**src/rtl/core/rgbycc_pkg.sv**
```systemverilog
`default_nettype none

package rgbycc_pkg;

	// defaults for the top-level parameters
	localparam int COORD_BITS_DEF     = 12;
	localparam int COEF_FRAC_BITS_DEF = 16;

	// BT.601 full-range matrix, in thousandths
	localparam int Y_R_MILLI  = 299;
	localparam int Y_G_MILLI  = 587;
	localparam int Y_B_MILLI  = 114;
	localparam int CB_R_MILLI = -169;
	localparam int CB_G_MILLI = -331;
	localparam int CB_B_MILLI = 500;
	localparam int CR_R_MILLI = 500;
	localparam int CR_G_MILLI = -419;
	localparam int CR_B_MILLI = -81;

	// register indexes on the config port
	localparam logic REG_CHROMA_ORDER = 1'b0;
	localparam logic REG_PLANE_MASK   = 1'b1;

	localparam logic       CHROMA_ORDER_RST = 1'b0;
	localparam logic [3:0] PLANE_MASK_RST   = 4'hf;

	typedef struct packed {
		logic       chroma_order;
		logic [3:0] plane_mask;
	} cfg_t;

	// round(milli / 1000 * 2^frac), halves away from zero; elaboration only
	function automatic longint coef_fixed(input int milli, input int frac);
		longint mag;
		longint q;
		mag = (milli < 0) ? -longint'(milli) : longint'(milli);
		q   = ((mag << frac) + 64'sd500) / 64'sd1000;
		return (milli < 0) ? -q : q;
	endfunction

endpackage

`default_nettype wire

```
**src/rtl/core/rgbycc_row.sv**
```systemverilog
`default_nettype none

// One matrix row: three constant products, optional chroma offset, clamp.
module rgbycc_row #(
	parameter int M_R        = 0,
	parameter int M_G        = 0,
	parameter int M_B        = 0,
	parameter bit CHROMA     = 1'b0,
	parameter int FRAC_BITS  = rgbycc_pkg::COEF_FRAC_BITS_DEF
) (
	input  wire logic [7:0] red,
	input  wire logic [7:0] green,
	input  wire logic [7:0] blue,
	output logic      [7:0] code
);

	localparam int ACC_W = FRAC_BITS + 12;

	localparam logic signed [ACC_W-1:0] C_R =
		ACC_W'(rgbycc_pkg::coef_fixed(M_R, FRAC_BITS));
	localparam logic signed [ACC_W-1:0] C_G =
		ACC_W'(rgbycc_pkg::coef_fixed(M_G, FRAC_BITS));
	localparam logic signed [ACC_W-1:0] C_B =
		ACC_W'(rgbycc_pkg::coef_fixed(M_B, FRAC_BITS));
	localparam logic signed [ACC_W-1:0] OFFSET =
		CHROMA ? ACC_W'(longint'(255) << (FRAC_BITS - 1)) : '0;
	localparam logic signed [ACC_W-1:0] TOP = ACC_W'(longint'(255) << FRAC_BITS);

	logic signed [ACC_W-1:0] r_ext, g_ext, b_ext;
	logic signed [ACC_W-1:0] acc;

	assign r_ext = $signed({{(ACC_W-8){1'b0}}, red});
	assign g_ext = $signed({{(ACC_W-8){1'b0}}, green});
	assign b_ext = $signed({{(ACC_W-8){1'b0}}, blue});

	assign acc = C_R * r_ext + C_G * g_ext + C_B * b_ext + OFFSET;

	always_comb begin
		if (acc < 0) begin
			code = 8'd0;
		end else if (acc >= TOP) begin
			code = 8'd255;
		end else begin
			code = acc[FRAC_BITS+7:FRAC_BITS];	// floor
		end
	end

endmodule

`default_nettype wire

```
**src/rtl/core/rgb_to_ycbcr_pixel.sv**
```systemverilog
`default_nettype none

// RGBA to YCbCr converter, full-range BT.601, one pixel per clock.
//
// Input: a pixel beat (red, green, blue, alpha, pos_x, pos_y) is taken at
// a rising edge with start high and busy low. busy is always low, so a
// beat can come every cycle.
// Output: done is high for exactly one cycle per pixel, with plane0..3,
// plane_write_mask and out_x/out_y valid in that cycle. The receiver can
// not stall; results are never held.
// Pipeline: the beat lands in the input register at the accept
// edge, the matrix rows and clamps run in the next cycle and land in the
// result register, so done rises in the cycle after the input register loads.
// Throughput: 1 pixel per cycle, set by the single pass of constant
// multiplies between the two registers.
// Config: cfg_we/cfg_idx/cfg_wdata write chroma_order (index 0) or
// plane_mask (index 1) on any edge; change only while idle.
// Reset (arst_n low): pipeline empties, done low, chroma_order = 0,
// plane_mask = 4'hf.
module rgb_to_ycbcr_pixel #(
	parameter int COORD_BITS     = rgbycc_pkg::COORD_BITS_DEF,
	parameter int COEF_FRAC_BITS = rgbycc_pkg::COEF_FRAC_BITS_DEF
) (
	input  wire logic                  clk,
	input  wire logic                  arst_n,

	input  wire logic                  start,
	output logic                       busy,
	input  wire logic [7:0]            red,
	input  wire logic [7:0]            green,
	input  wire logic [7:0]            blue,
	input  wire logic [7:0]            alpha,
	input  wire logic [COORD_BITS-1:0] pos_x,
	input  wire logic [COORD_BITS-1:0] pos_y,

	output logic                       done,
	output logic [7:0]                 plane0,
	output logic [7:0]                 plane1,
	output logic [7:0]                 plane2,
	output logic [7:0]                 plane3,
	output logic [3:0]                 plane_write_mask,
	output logic [COORD_BITS-1:0]      out_x,
	output logic [COORD_BITS-1:0]      out_y,

	input  wire logic                  cfg_we,
	input  wire logic                  cfg_idx,
	input  wire logic [3:0]            cfg_wdata
);

	rgbycc_pkg::cfg_t cfg_q;

	logic                  accept;
	logic                  valid_s1;
	logic [7:0]            red_s1, green_s1, blue_s1, alpha_s1;
	logic [COORD_BITS-1:0] x_s1, y_s1;

	logic [7:0]            y_code, cb_code, cr_code;
	logic [7:0]            luma;
	logic [7:0]            p1_code, p2_code;
	logic                  p1_en, p2_en;
	logic [3:0]            wmask;

	logic                  valid_s2;

	// never stalls: the datapath is fully pipelined
	assign busy   = 1'b0;
	assign accept = start & ~busy;

	// config registers
	always_ff @(posedge clk or negedge arst_n) begin
		if (!arst_n) begin
			cfg_q.chroma_order <= rgbycc_pkg::CHROMA_ORDER_RST;
			cfg_q.plane_mask   <= rgbycc_pkg::PLANE_MASK_RST;
		end else if (cfg_we) begin
			case (cfg_idx)
				rgbycc_pkg::REG_CHROMA_ORDER: cfg_q.chroma_order <= cfg_wdata[0];
				rgbycc_pkg::REG_PLANE_MASK:   cfg_q.plane_mask   <= cfg_wdata;
				default: ;
			endcase
		end
	end

	// input register
	always_ff @(posedge clk or negedge arst_n) begin
		if (!arst_n) begin
			valid_s1 <= 1'b0;
		end else begin
			valid_s1 <= accept;
		end
	end

	always_ff @(posedge clk) begin
		if (accept) begin
			red_s1   <= red;
			green_s1 <= green;
			blue_s1  <= blue;
			alpha_s1 <= alpha;
			x_s1     <= pos_x;
			y_s1     <= pos_y;
		end
	end

	// matrix rows
	rgbycc_row #(
		.M_R(rgbycc_pkg::Y_R_MILLI), .M_G(rgbycc_pkg::Y_G_MILLI),
		.M_B(rgbycc_pkg::Y_B_MILLI), .CHROMA(1'b0), .FRAC_BITS(COEF_FRAC_BITS)
	) u_row_y (
		.red(red_s1), .green(green_s1), .blue(blue_s1), .code(y_code)
	);

	rgbycc_row #(
		.M_R(rgbycc_pkg::CB_R_MILLI), .M_G(rgbycc_pkg::CB_G_MILLI),
		.M_B(rgbycc_pkg::CB_B_MILLI), .CHROMA(1'b1), .FRAC_BITS(COEF_FRAC_BITS)
	) u_row_cb (
		.red(red_s1), .green(green_s1), .blue(blue_s1), .code(cb_code)
	);

	rgbycc_row #(
		.M_R(rgbycc_pkg::CR_R_MILLI), .M_G(rgbycc_pkg::CR_G_MILLI),
		.M_B(rgbycc_pkg::CR_B_MILLI), .CHROMA(1'b1), .FRAC_BITS(COEF_FRAC_BITS)
	) u_row_cr (
		.red(red_s1), .green(green_s1), .blue(blue_s1), .code(cr_code)
	);

	// transparent pixel: luma forced to zero
	assign luma = (alpha_s1 == 8'd0) ? 8'd0 : y_code;

	// plane slots and write enables follow chroma order
	assign p1_code = cfg_q.chroma_order ? cr_code : cb_code;
	assign p2_code = cfg_q.chroma_order ? cb_code : cr_code;
	assign p1_en   = cfg_q.chroma_order ? cfg_q.plane_mask[2] : cfg_q.plane_mask[1];
	assign p2_en   = cfg_q.chroma_order ? cfg_q.plane_mask[1] : cfg_q.plane_mask[2];
	assign wmask   = {cfg_q.plane_mask[3], p2_en, p1_en, cfg_q.plane_mask[0]};

	// result register
	always_ff @(posedge clk or negedge arst_n) begin
		if (!arst_n) begin
			valid_s2 <= 1'b0;
		end else begin
			valid_s2 <= valid_s1;
		end
	end

	always_ff @(posedge clk) begin
		if (valid_s1) begin
			plane0           <= wmask[0] ? luma     : 8'd0;
			plane1           <= wmask[1] ? p1_code  : 8'd0;
			plane2           <= wmask[2] ? p2_code  : 8'd0;
			plane3           <= wmask[3] ? alpha_s1 : 8'd0;
			plane_write_mask <= wmask;
			out_x            <= x_s1;
			out_y            <= y_s1;
		end
	end

	assign done = valid_s2;

endmodule

`default_nettype wire

```
**config.mk**
```make
export PLATFORM = sky130hd
export DESIGN_NAME = rgb_to_ycbcr_pixel
export DESIGN_NICKNAME = d
export VERILOG_FILES = /design/src/rtl/core/rgbycc_pkg.sv /design/src/rtl/core/rgbycc_row.sv /design/src/rtl/core/rgb_to_ycbcr_pixel.sv
export SDC_FILE = /design/constraint.sdc
export NUM_CORES = 1
export LEC_CHECK = 0
export BUFFER_PORTS_ARGS = -buffer_cell sky130_fd_sc_hd__buf_2
export CAP_MARGIN = 10
export CORE_ASPECT_RATIO = 1.75
export CORE_MARGIN = 2
export CORE_UTILIZATION = 30
export CTS_CLUSTER_DIAMETER = 50
export DETAILED_ROUTE_END_ITERATION = 12
export RECOVER_POWER = 25
export REMOVE_ABC_BUFFERS = 1
export SLEW_MARGIN = 20
export SYNTH_ARGS = -nofsm -noshare
export SYNTH_HDL_FRONTEND = slang
export SYNTH_SLANG_ARGS = --single-unit
```
**constraint.sdc**
```tcl
create_clock -name clk -period 14.62 [get_ports clk]
set_clock_uncertainty 0.15 [all_clocks]
set_input_delay 0.731 -clock clk [delete_from_list [all_inputs] [get_ports clk]]
set_output_delay 0.731 -clock clk [all_outputs]
set_load 0.1 [all_outputs]
```
==> results of run 1 <==
-- through the flow --
step	hold slack (ns)	instances	area, sq um	util [%]	setup WS [ns]
floorplan	0.250	2178	21900	-	6.97
global placement	0.251	3237	23700	32.6	5.85
detailed placement	0.255	3237	23700	32.6	5.78
CTS	0.258	3270	24300	33.4	5.74
global route	0.270	3270	24200	33.4	5.17
finish	0.266	3270	24200	33.4	5.65
-- Yosys cell counts, types with 4 or more instances --
cell type  number
a211o_1         6
a211oi_1       17
a21boi_0        4
a21o_1         36
a21oi_1       120
a221oi_1        4
a22o_1          6
a31oi_1        11
and2_1         18
and3_1         17
dfstp_2         4
edfxtp_1      116
fa_1          234
ha_1          505
inv_1         433
mux2_2          7
nand2_1        61
nand2b_1       11
nand3_1        37
nand3b_1        5
nand4_1         7
nor2_1        101
nor2b_1        21
nor3_1         36
nor3b_1         6
o2111ai_1       5
o211ai_1       12
o21a_1         18
o21ai_0        58
o21bai_1       11
o31a_1          5
o31ai_1        12
o41a_1          4
o41ai_1         5
or2_2          16
or3_1          14
or4_1           5
xnor2_1        86
xor2_1         61
-- registers in the layout, indices dropped and copies added (netlist names) --
| register | count |
|---|---|
| out_y | 12 |
| plane0 | 8 |
| alpha_s1 | 8 |
| cfg_q | 5 |
| done | 1 |
| y_s1 | 12 |
| plane2 | 8 |
| red_s1 | 8 |
| out_x | 12 |
| blue_s1 | 8 |
| plane3 | 8 |
| plane1 | 8 |
| green_s1 | 8 |
| valid_s1 | 1 |
| plane_write_mask | 4 |
| x_s1 | 12 |
-- routing by layer --
layer	part of all wire (%)	vias to the layer above	global-route usage, %	routed length, um
li1	-	7721	-	-
met1	36	7599	15.0	20700
met2	56	285	31.4	31900
met3	2.4	96	1.67	1360
met4	6.1	0	9.41	3480
met5	0	-	0	0
-- area by class of cell --
cell class / count / area share (%)
clock buffer: 17 / 1.75
clock inverter: 15 / 0.604
inverter: 433 / 6.70
multi-input combinational: 1622 / 68.4
sequential: 123 / 15.1
tap: 931 / 4.80
timing repair buffer: 129 / 2.66
-- cells by family (layout without fill, tap and decap cells) --
group | Yosys count | in the layout | share of synthesized area [%]
AOI/OAI and AO/OA | 365 | 365 | 10.9
xor gates and xnor gates | 147 | 147 | 5.88
adders and majority gates | 739 | 739 | 50.3
buffers and inverters | 438 | 594 | 7.53
DFF | 123 | 123 | 16.7
muxes | 8 | 8 | 0.406
other | 1 | 1 | 0.0171
and+or+nand+nor | 362 | 362 | 8.25
-- path summary, 6_finish.rpt --
check,start,end,cells past startpoint
setup / recovery,red_s1[1],plane2[0],27
hold / removal,y_s1[2],out_y[2],0
setup reg to reg,red_s1[1],plane2[0],27
hold reg to reg,y_s1[2],out_y[2],0
max in group asynchronous,arst_n,cfg_q[0],2
min in group asynchronous,arst_n,cfg_q[4],2
==> impl_metrics.env, run 1 <==
export IMPL_status="finished, final reports clean"
export IMPL_tightest_slew_ns=1.04
export IMPL_io_pins=127
export IMPL_drt_iter0_drc=589
export IMPL_cap_violations=0
export IMPL_yosysSeqAreaShare_pct=16.7
export IMPL_vias=15700
export IMPL_syn_inst=2183
export IMPL_vias_per_cell=4.80
export IMPL_fin_tns_setup_ns=0
export IMPL_seq_area_sq_um=3660
export IMPL_syn_area_sq_um=21900
export IMPL_cp_required_ns=14.66
export IMPL_std_cell_rows=131
export IMPL_finalHoldViolations=0
export IMPL_max_freq_mhz=112
export IMPL_clk_path_buf_depth=2
export IMPL_nFillCells=7445
export IMPL_wire_per_inst_um=17.5
export IMPL_synth_cell_types=71
export IMPL_die_area_sq_um=75200
export IMPL_ys_seq_elements=123
export IMPL_syn_avg_cell_area_sq_um=10.0
export IMPL_final_common_cell="ha_1"
export IMPL_tritoncts="yes"
export IMPL_die_y_um=361
export IMPL_slew_limit_headroom_pct=30.1
export IMPL_antenna_cells=0
export IMPL_end_kind="flip-flop"
export IMPL_setup_violations=0
export IMPL_grt_pass1_vias=16800
export IMPL_period_share_pct=61.3
export IMPL_cp_data_arrival_time_ns=9.01
export IMPL_dp_hpwl_um=50100
export IMPL_dr_pass1_iters=5
export IMPL_wl_um=57400
export IMPL_final_cell_mix="ha_1, inv_1, fa_1"
export IMPL_grt_pass1_wl_um=90300
export IMPL_worstPathMaxFanout=12
export IMPL_yosys_area_top_type="ha_1"
export IMPL_synthTopCellsByArea="ha_1, fa_1, edfxtp_1"
export IMPL_reg2reg_slack_ns=5.65
export IMPL_insertion_delay_ns=0.46
export IMPL_overflow=0
export IMPL_critPathTopFamily="adder cells"
export IMPL_min_path_type="reg2reg"
export IMPL_cts_inserted_buffers=17
export IMPL_holdBufCountCts=1
export IMPL_coreArea_sq_um=72600
export IMPL_path_buf_inv=1
export IMPL_post_cts_buffers=0
export IMPL_path_class="reg2reg"
export IMPL_antenna_found_initial=0
export IMPL_period_minus_slack_ns=8.97
export IMPL_port_buffers=125
export IMPL_clkSlewWorstSetupHoldPaths_ns=0.07
export IMPL_cts_root_buf="clkbuf_16"
export IMPL_synthToLayoutAreaGrowth_pct=10.8
export IMPL_htree_levels=4
export IMPL_max_stage_delay_ns=0.84
export IMPL_nets=3130
export IMPL_detail_route_antenna_nets=0
export IMPL_synth_edf_count=116
export IMPL_cpMaxStageDelayCell="edfxtp_1"
export IMPL_critPathLaunchType="flip-flop"
export IMPL_drc=0
export IMPL_die_w_um=208
export IMPL_slew_violations=0
export IMPL_grt_usage_pct=15.6
export IMPL_clock_sinks=123
export IMPL_layout_drive_gt1_share_pct=7.82
export IMPL_synthArstFlopShare_pct=5.69
export IMPL_synth_top_cell_area_share_pct=28.9
export IMPL_ys_flop_type="edfxtp_1"
export IMPL_post_cts_resized=0
export IMPL_multi_input_area_sq_um=16600
export IMPL_gp_routability_congestion=0.877
export IMPL_start_util_pct=30.1
export IMPL_yosys_warnings=0
export IMPL_rsz0062_at_grt="no"
export IMPL_grt_max_degree=62
Power of run 1 is not shown: default switching activity piles up to over one toggle a cycle in this logic, so the estimate is an artifact.
==> run 2: changes to the inputs <==
--- a/config.mk
+++ b/config.mk
@@ -5,6 +5,7 @@
 export SDC_FILE = /design/constraint.sdc
 export NUM_CORES = 1
 export LEC_CHECK = 0
+export ABC_AREA = 1
 export BUFFER_PORTS_ARGS = -buffer_cell sky130_fd_sc_hd__buf_2
 export CAP_MARGIN = 10
 export CORE_ASPECT_RATIO = 1.75
==> constraint.sdc (replaced) <==
create_clock -name clk -period 8.7 [get_ports clk]
set_clock_uncertainty 0.15 [all_clocks]
set_input_delay 0.435 -clock clk [delete_from_list [all_inputs] [get_ports clk]]
set_output_delay 0.435 -clock clk [all_outputs]
set_load 0.1 [all_outputs]
==> run 2 against run 1 <==
Effect of this change:
- final cell count is 28% higher
- setup slack worse by 4.9 ns
- fmax is 13% higher
- count of clock-buffer cells in the layout is 2 higher
- flip-flop and latch count stayed put
- global-route usage is 3.0 points higher
- non-clock buffer count is 80 higher
- first-iteration DRC count is 36% higher
==> impl_metrics.env, run 2 <==
export IMPL_hold_slack_ns=0.0482
export IMPL_grt_pass1_vias=21100
export IMPL_post_cts_resized=0
export IMPL_met2_length_um=39400
export IMPL_vias_per_cell=4.73
export IMPL_worstPathMaxFanout=10
export IMPL_drc=0
export IMPL_dp_hpwl_um=65600
export IMPL_clkSlewWorstSetupHoldPaths_ns=0.07
export IMPL_fin_tns_setup_ns=0
export IMPL_die_area_sq_um=82400
export IMPL_synth_cell_types=54
export IMPL_slew_limit_headroom_pct=39.1
export IMPL_drt_iter0_drc=802
export IMPL_yosysSeqAreaShare_pct=15.3
export IMPL_slew_violations=0
export IMPL_grt_pass1_wl_um=116000
export IMPL_clock_sinks=123
export IMPL_syn_inst=2896
export IMPL_antenna_found_initial=0
export IMPL_clk_path_buf_depth=2
export IMPL_yosys_area_top_type="ha_1"
export IMPL_antenna_cells=0
export IMPL_syn_avg_cell_area_sq_um=8.30
export IMPL_dr_wl_met3_um=2580
export IMPL_critPathTopFamily="adder cells"
export IMPL_setup_violations=0
export IMPL_syn_area_sq_um=24000
export IMPL_port_buffers=125
export IMPL_period_minus_slack_ns=7.94
export IMPL_rsz0062_at_grt="no"
export IMPL_htree_levels=4
export IMPL_ys_flop_type="edfxtp_1"
export IMPL_drt_met1_wl_um=25200
export IMPL_cap_violations=0
export IMPL_detail_route_antenna_nets=0
export IMPL_cts_inserted_buffers=17
export IMPL_insertion_delay_ns=0.49
export IMPL_wl_um=75000
export IMPL_yosysMostFrequentCell="inv_1"
export IMPL_synthToLayoutAreaGrowth_pct=13.7
export IMPL_io_pins=127
export IMPL_start_util_pct=30.2
export IMPL_synthArstFlopShare_pct=5.69
export IMPL_coreArea_sq_um=79500
export IMPL_min_path_type="in2reg"
export IMPL_dr_pass1_iters=5
export IMPL_max_freq_mhz=126
export IMPL_end_kind="flip-flop"
export IMPL_cp_data_arrival_time_ns=8.02
export IMPL_gp_routability_congestion=1.01
export IMPL_period_share_pct=91.3
export IMPL_layout_drive_gt1_share_pct=6.78
export IMPL_std_cell_rows=137
export IMPL_path_class="reg2reg"
export IMPL_cpMaxStageDelayCell="fa_1"
export IMPL_ys_seq_elements=123
export IMPL_die_w_um=218
export IMPL_status="finished, final reports clean"
export IMPL_cp_required_ns=8.78
export IMPL_nets=3921
export IMPL_finalHoldViolations=0
export IMPL_tightest_slew_ns=0.913
export IMPL_synth_edf_count=116
export IMPL_cp_common_cell="nand2_1"
export IMPL_critPathLaunchType="flip-flop"
export IMPL_grt_max_degree=58
export IMPL_synth_top_cell_area_share_pct=26.3
export IMPL_yosys_top_cells_count="inv_1, nand2_1, ha_1"
export IMPL_overflow=0
export IMPL_max_stage_delay_ns=0.85
export IMPL_path_buf_inv=7
export IMPL_vias=19700
export IMPL_final_cell_mix="inv_1, nand2_1, ha_1"
export IMPL_routed_top_layer="met4"
export IMPL_tritoncts="yes"
export IMPL_yosys_warnings=0
export IMPL_synthTopCellsByArea="ha_1, fa_1, edfxtp_1"
export IMPL_cts_root_buf="clkbuf_16"
export IMPL_grt_usage_pct=18.7
export IMPL_final_common_cell="inv_1"
export IMPL_die_y_um=378
export IMPL_wire_per_inst_um=18.0
## run 2: changes by cell type after synthesis, moves of 17 or more
| cell | previous run | this run |
|---|---|---|
| nand2_1 | 61 | 520 |
| inv_1 | 433 | 669 |
| nand3_1 | 37 | 137 |
| a21oi_1 | 120 | 184 |
| nor2_1 | 101 | 138 |
| xnor2_1 | 86 | 57 |
| nor2b_1 | 21 | 0 |
| a21o_1 | 36 | 19 |
| and2_1 | 18 | 1 |
## run 2: worst paths after layout
check                              from        end  slack, ns  cells past startpoint
min in group asynchronous        arst_n   cfg_q[4]       0.22                      2
max in group asynchronous        arst_n   cfg_q[2]       7.84                      2
max                          blue_s1[0]  plane2[0]       0.76                     33
min                        cfg_wdata[1]   cfg_q[1]       0.05                      2
min reg2reg                     x_s1[3]   out_x[3]       0.26                      0
max reg2reg                  blue_s1[0]  plane2[0]       0.76                     33
## run 2: metrics by stage
step / std cells / util [%] / setup WS [ns] / instance area [sq um]
global route: 4171 / 34.3 / 0.178 / 27300
detailed placement: 4084 / 32.9 / 0.818 / 26100
global placement: 4084 / 32.9 / 0.815 / 26100
floorplan: 2889 / - / 1.61 / 24000
finish: 4171 / 34.3 / 0.757 / 27300
CTS: 4171 / 34.4 / 0.764 / 27300
## run 2: final cells by class
class | instances | area [sq um]
Clock inverter | 12 | 195
Sequential cell | 123 | 3660
Clock buffer | 19 | 433
Timing Repair Buffer | 209 | 1390
Fill cell | 8348 | 52200
Tap cell | 1042 | 1300
Inverter | 673 | 2530
Multi-Input combinational cell | 2093 | 17800
## run 2: timing repair
action / 4_1_cts / 5_1_grt
endpoints found under the setup margin: 0 / 0
hold endpoints to repair: 62 / 0
setup buffers: 0 / 0
hold buffers: 56 / 0
## run 2: kinds of logic (layout without fill, tap and decap cells)
| kind of cell | Yosys count | count (layout) | synth area share [%] |
|---|---|---|---|
| AO/OA/AOI/OAI | 333 | 333 | 7.77 |
| XOR/XNOR | 132 | 132 | 4.81 |
| adder cells (fa/ha/maj) | 739 | 739 | 45.8 |
| buffers and inverters | 680 | 913 | 10.7 |
| flip-flops | 123 | 123 | 15.2 |
| multiplexers | 3 | 3 | 0.141 |
| other | 1 | 1 | 0.0156 |
| AND/OR/NAND/NOR | 885 | 885 | 15.6 |
## run 2: per-layer routing
| metal | vias up | track usage [%] |
|---|---|---|
| met3 | 244 | 2.47 |
| met4 | 0 | 16.9 |
| met2 | 504 | 35.5 |
| met1 | 9246 | 16.9 |
| li1 | 9728 | - |
| met5 | - | 0 |
Power of run 2 is left out for the same reason.
==> run 3: changes to the inputs <==
--- a/config.mk
+++ b/config.mk
@@ -10,9 +10,10 @@
 export CAP_MARGIN = 10
 export CORE_ASPECT_RATIO = 1.75
 export CORE_MARGIN = 2
-export CORE_UTILIZATION = 30
+export CORE_UTILIZATION = 50
 export CTS_CLUSTER_DIAMETER = 50
 export DETAILED_ROUTE_END_ITERATION = 12
+export PLACE_DENSITY = 0.67
 export RECOVER_POWER = 25
 export REMOVE_ABC_BUFFERS = 1
 export SLEW_MARGIN = 20
==> run 3 against run 2 <==
Effect of this change:
- setup slack worse by 0.066 ns
- first-iteration DRC count up 28%
- non-clock buffer count is 20 lower
- wire length shrank 12%
- largest cell class unchanged
- final cell count is 11% lower
- via count decreased by 0.22%
- highest routed layer is now met5
==> impl_metrics.env, run 3 (same netlist as run 2, synthesis figures left out) <==
export IMPL_status="finished, final reports clean"
export IMPL_drc=0
export IMPL_end_kind="flip-flop"
export IMPL_setup_violations=0
export IMPL_fin_tns_setup_ns=0
export IMPL_period_share_pct=92.1
export IMPL_insertion_delay_ns=0.45
export IMPL_synthToLayoutAreaGrowth_pct=10.5
export IMPL_wire_per_inst_um=17.8
export IMPL_coreArea_sq_um=47600
export IMPL_cp_required_ns=8.76
export IMPL_cp_common_cell="nand2_1"
export IMPL_clock_sinks=123
export IMPL_critPathLaunchType="flip-flop"
export IMPL_r2r_cells=32
export IMPL_drt_iter0_drc=1027
export IMPL_tritoncts="yes"
export IMPL_nets=3901
export IMPL_worstPathMaxFanout=15
export IMPL_path_buf_inv=4
export IMPL_grt_usage_pct=27.2
export IMPL_slew_limit_headroom_pct=43.2
export IMPL_clk_path_buf_depth=2
export IMPL_die_y_um=294
export IMPL_grt_max_degree=58
export IMPL_dr_pass1_iters=5
export IMPL_overflow=0
export IMPL_slew_violations=0
export IMPL_max_freq_mhz=125
export IMPL_cp_depth=32
export IMPL_wl_um=65800
export IMPL_htree_levels=4
export IMPL_post_cts_buffers=0
export IMPL_path_class="reg2reg"
export IMPL_max_stage_delay_ns=0.85
export IMPL_gp_routability_congestion=0.973
export IMPL_reg2reg_slack_ns=0.69
export IMPL_cts_inserted_buffers=17
export IMPL_vias=19700
export IMPL_antenna_found_initial=1
export IMPL_hold_path_cell_count=2
export IMPL_final_cell_mix="inv_1, nand2_1, ha_1"
export IMPL_rsz0062_at_grt="no"
export IMPL_std_cell_rows=106
export IMPL_die_w_um=170
export IMPL_final_common_cell="inv_1"
export IMPL_port_buffers=125
export IMPL_detail_route_antenna_nets=0
export IMPL_grt_pass1_wl_um=105000
export IMPL_vias_per_cell=5.31
export IMPL_start_util_pct=50.5
export IMPL_dp_hpwl_um=57300
export IMPL_min_path_type="in2reg"
export IMPL_cap_violations=0
export IMPL_tightest_slew_ns=0.851
export IMPL_cp_data_arrival_time_ns=8.07
export IMPL_io_pins=127
export IMPL_cts_root_buf="clkbuf_16"
export IMPL_finalHoldViolations=0
export IMPL_grt_pass1_vias=21000
export IMPL_layout_drive_gt1_share_pct=6.30
export IMPL_clkSlewWorstSetupHoldPaths_ns=0.06
export IMPL_antenna_cells=0
export IMPL_die_area_sq_um=49900
export IMPL_period_minus_slack_ns=8.01
export IMPL_critPathTopFamily="adder cells"
export IMPL_cpMaxStageDelayCell="fa_1"
## run 3: per-layer routing
| layer | vias to the layer above | global-route usage (%) | routed length, um |
|---|---|---|---|
| met5 | - | 0 | 13 |
| li1 | 9719 | - | - |
| met3 | 195 | 2.85 | 1920 |
| met2 | 535 | 52.1 | 35200 |
| met1 | 9228 | 27.2 | 23700 |
| met4 | 2 | 18.3 | 4960 |
## run 3: timing repair
action,CTS,global route
setup endpoints to repair,0,0
hold endpoints to repair,55,0
hold buffers,49,0
gates resized for setup,0,0
## run 3: layout make-up
type | instances | area (sq um)
Timing Repair Buffer | 189 | 1220
Sequential cell | 123 | 3660
Clock buffer | 17 | 425
Inverter | 673 | 2530
Tap cell | 594 | 743
Multi-Input combinational cell | 2093 | 17800
Fill cell | 4416 | 21100
Clock inverter | 15 | 160
## run 3: path summary, 6_finish.rpt
kind | from | to
setup / recovery | blue_s1[1] | plane1[0]
hold / removal | cfg_we | cfg_q[4]
setup reg to reg | blue_s1[1] | plane1[0]
hold reg to reg | x_s1[7] | out_x[7]
max in group asynchronous | arst_n | cfg_q[3]
min in group asynchronous | arst_n | done
## run 3: stage by stage
step	util, %	cell area (sq um)	cells	hold slack [ns]	worst slack, ns
6_report	55.7	26500	3704	0.0469	0.691
5_1_grt	55.7	26500	3704	0.0562	0.0831
4_1_cts	55.8	26500	3704	0.00719	0.640
3_5_place_dp	53.5	25500	3623	0.124	0.659
3_3_place_gp	53.5	25500	3623	0.120	0.818
2_1_floorplan	-	24000	2889	-0.0106	1.61
Power of run 3 is left out for the same reason.
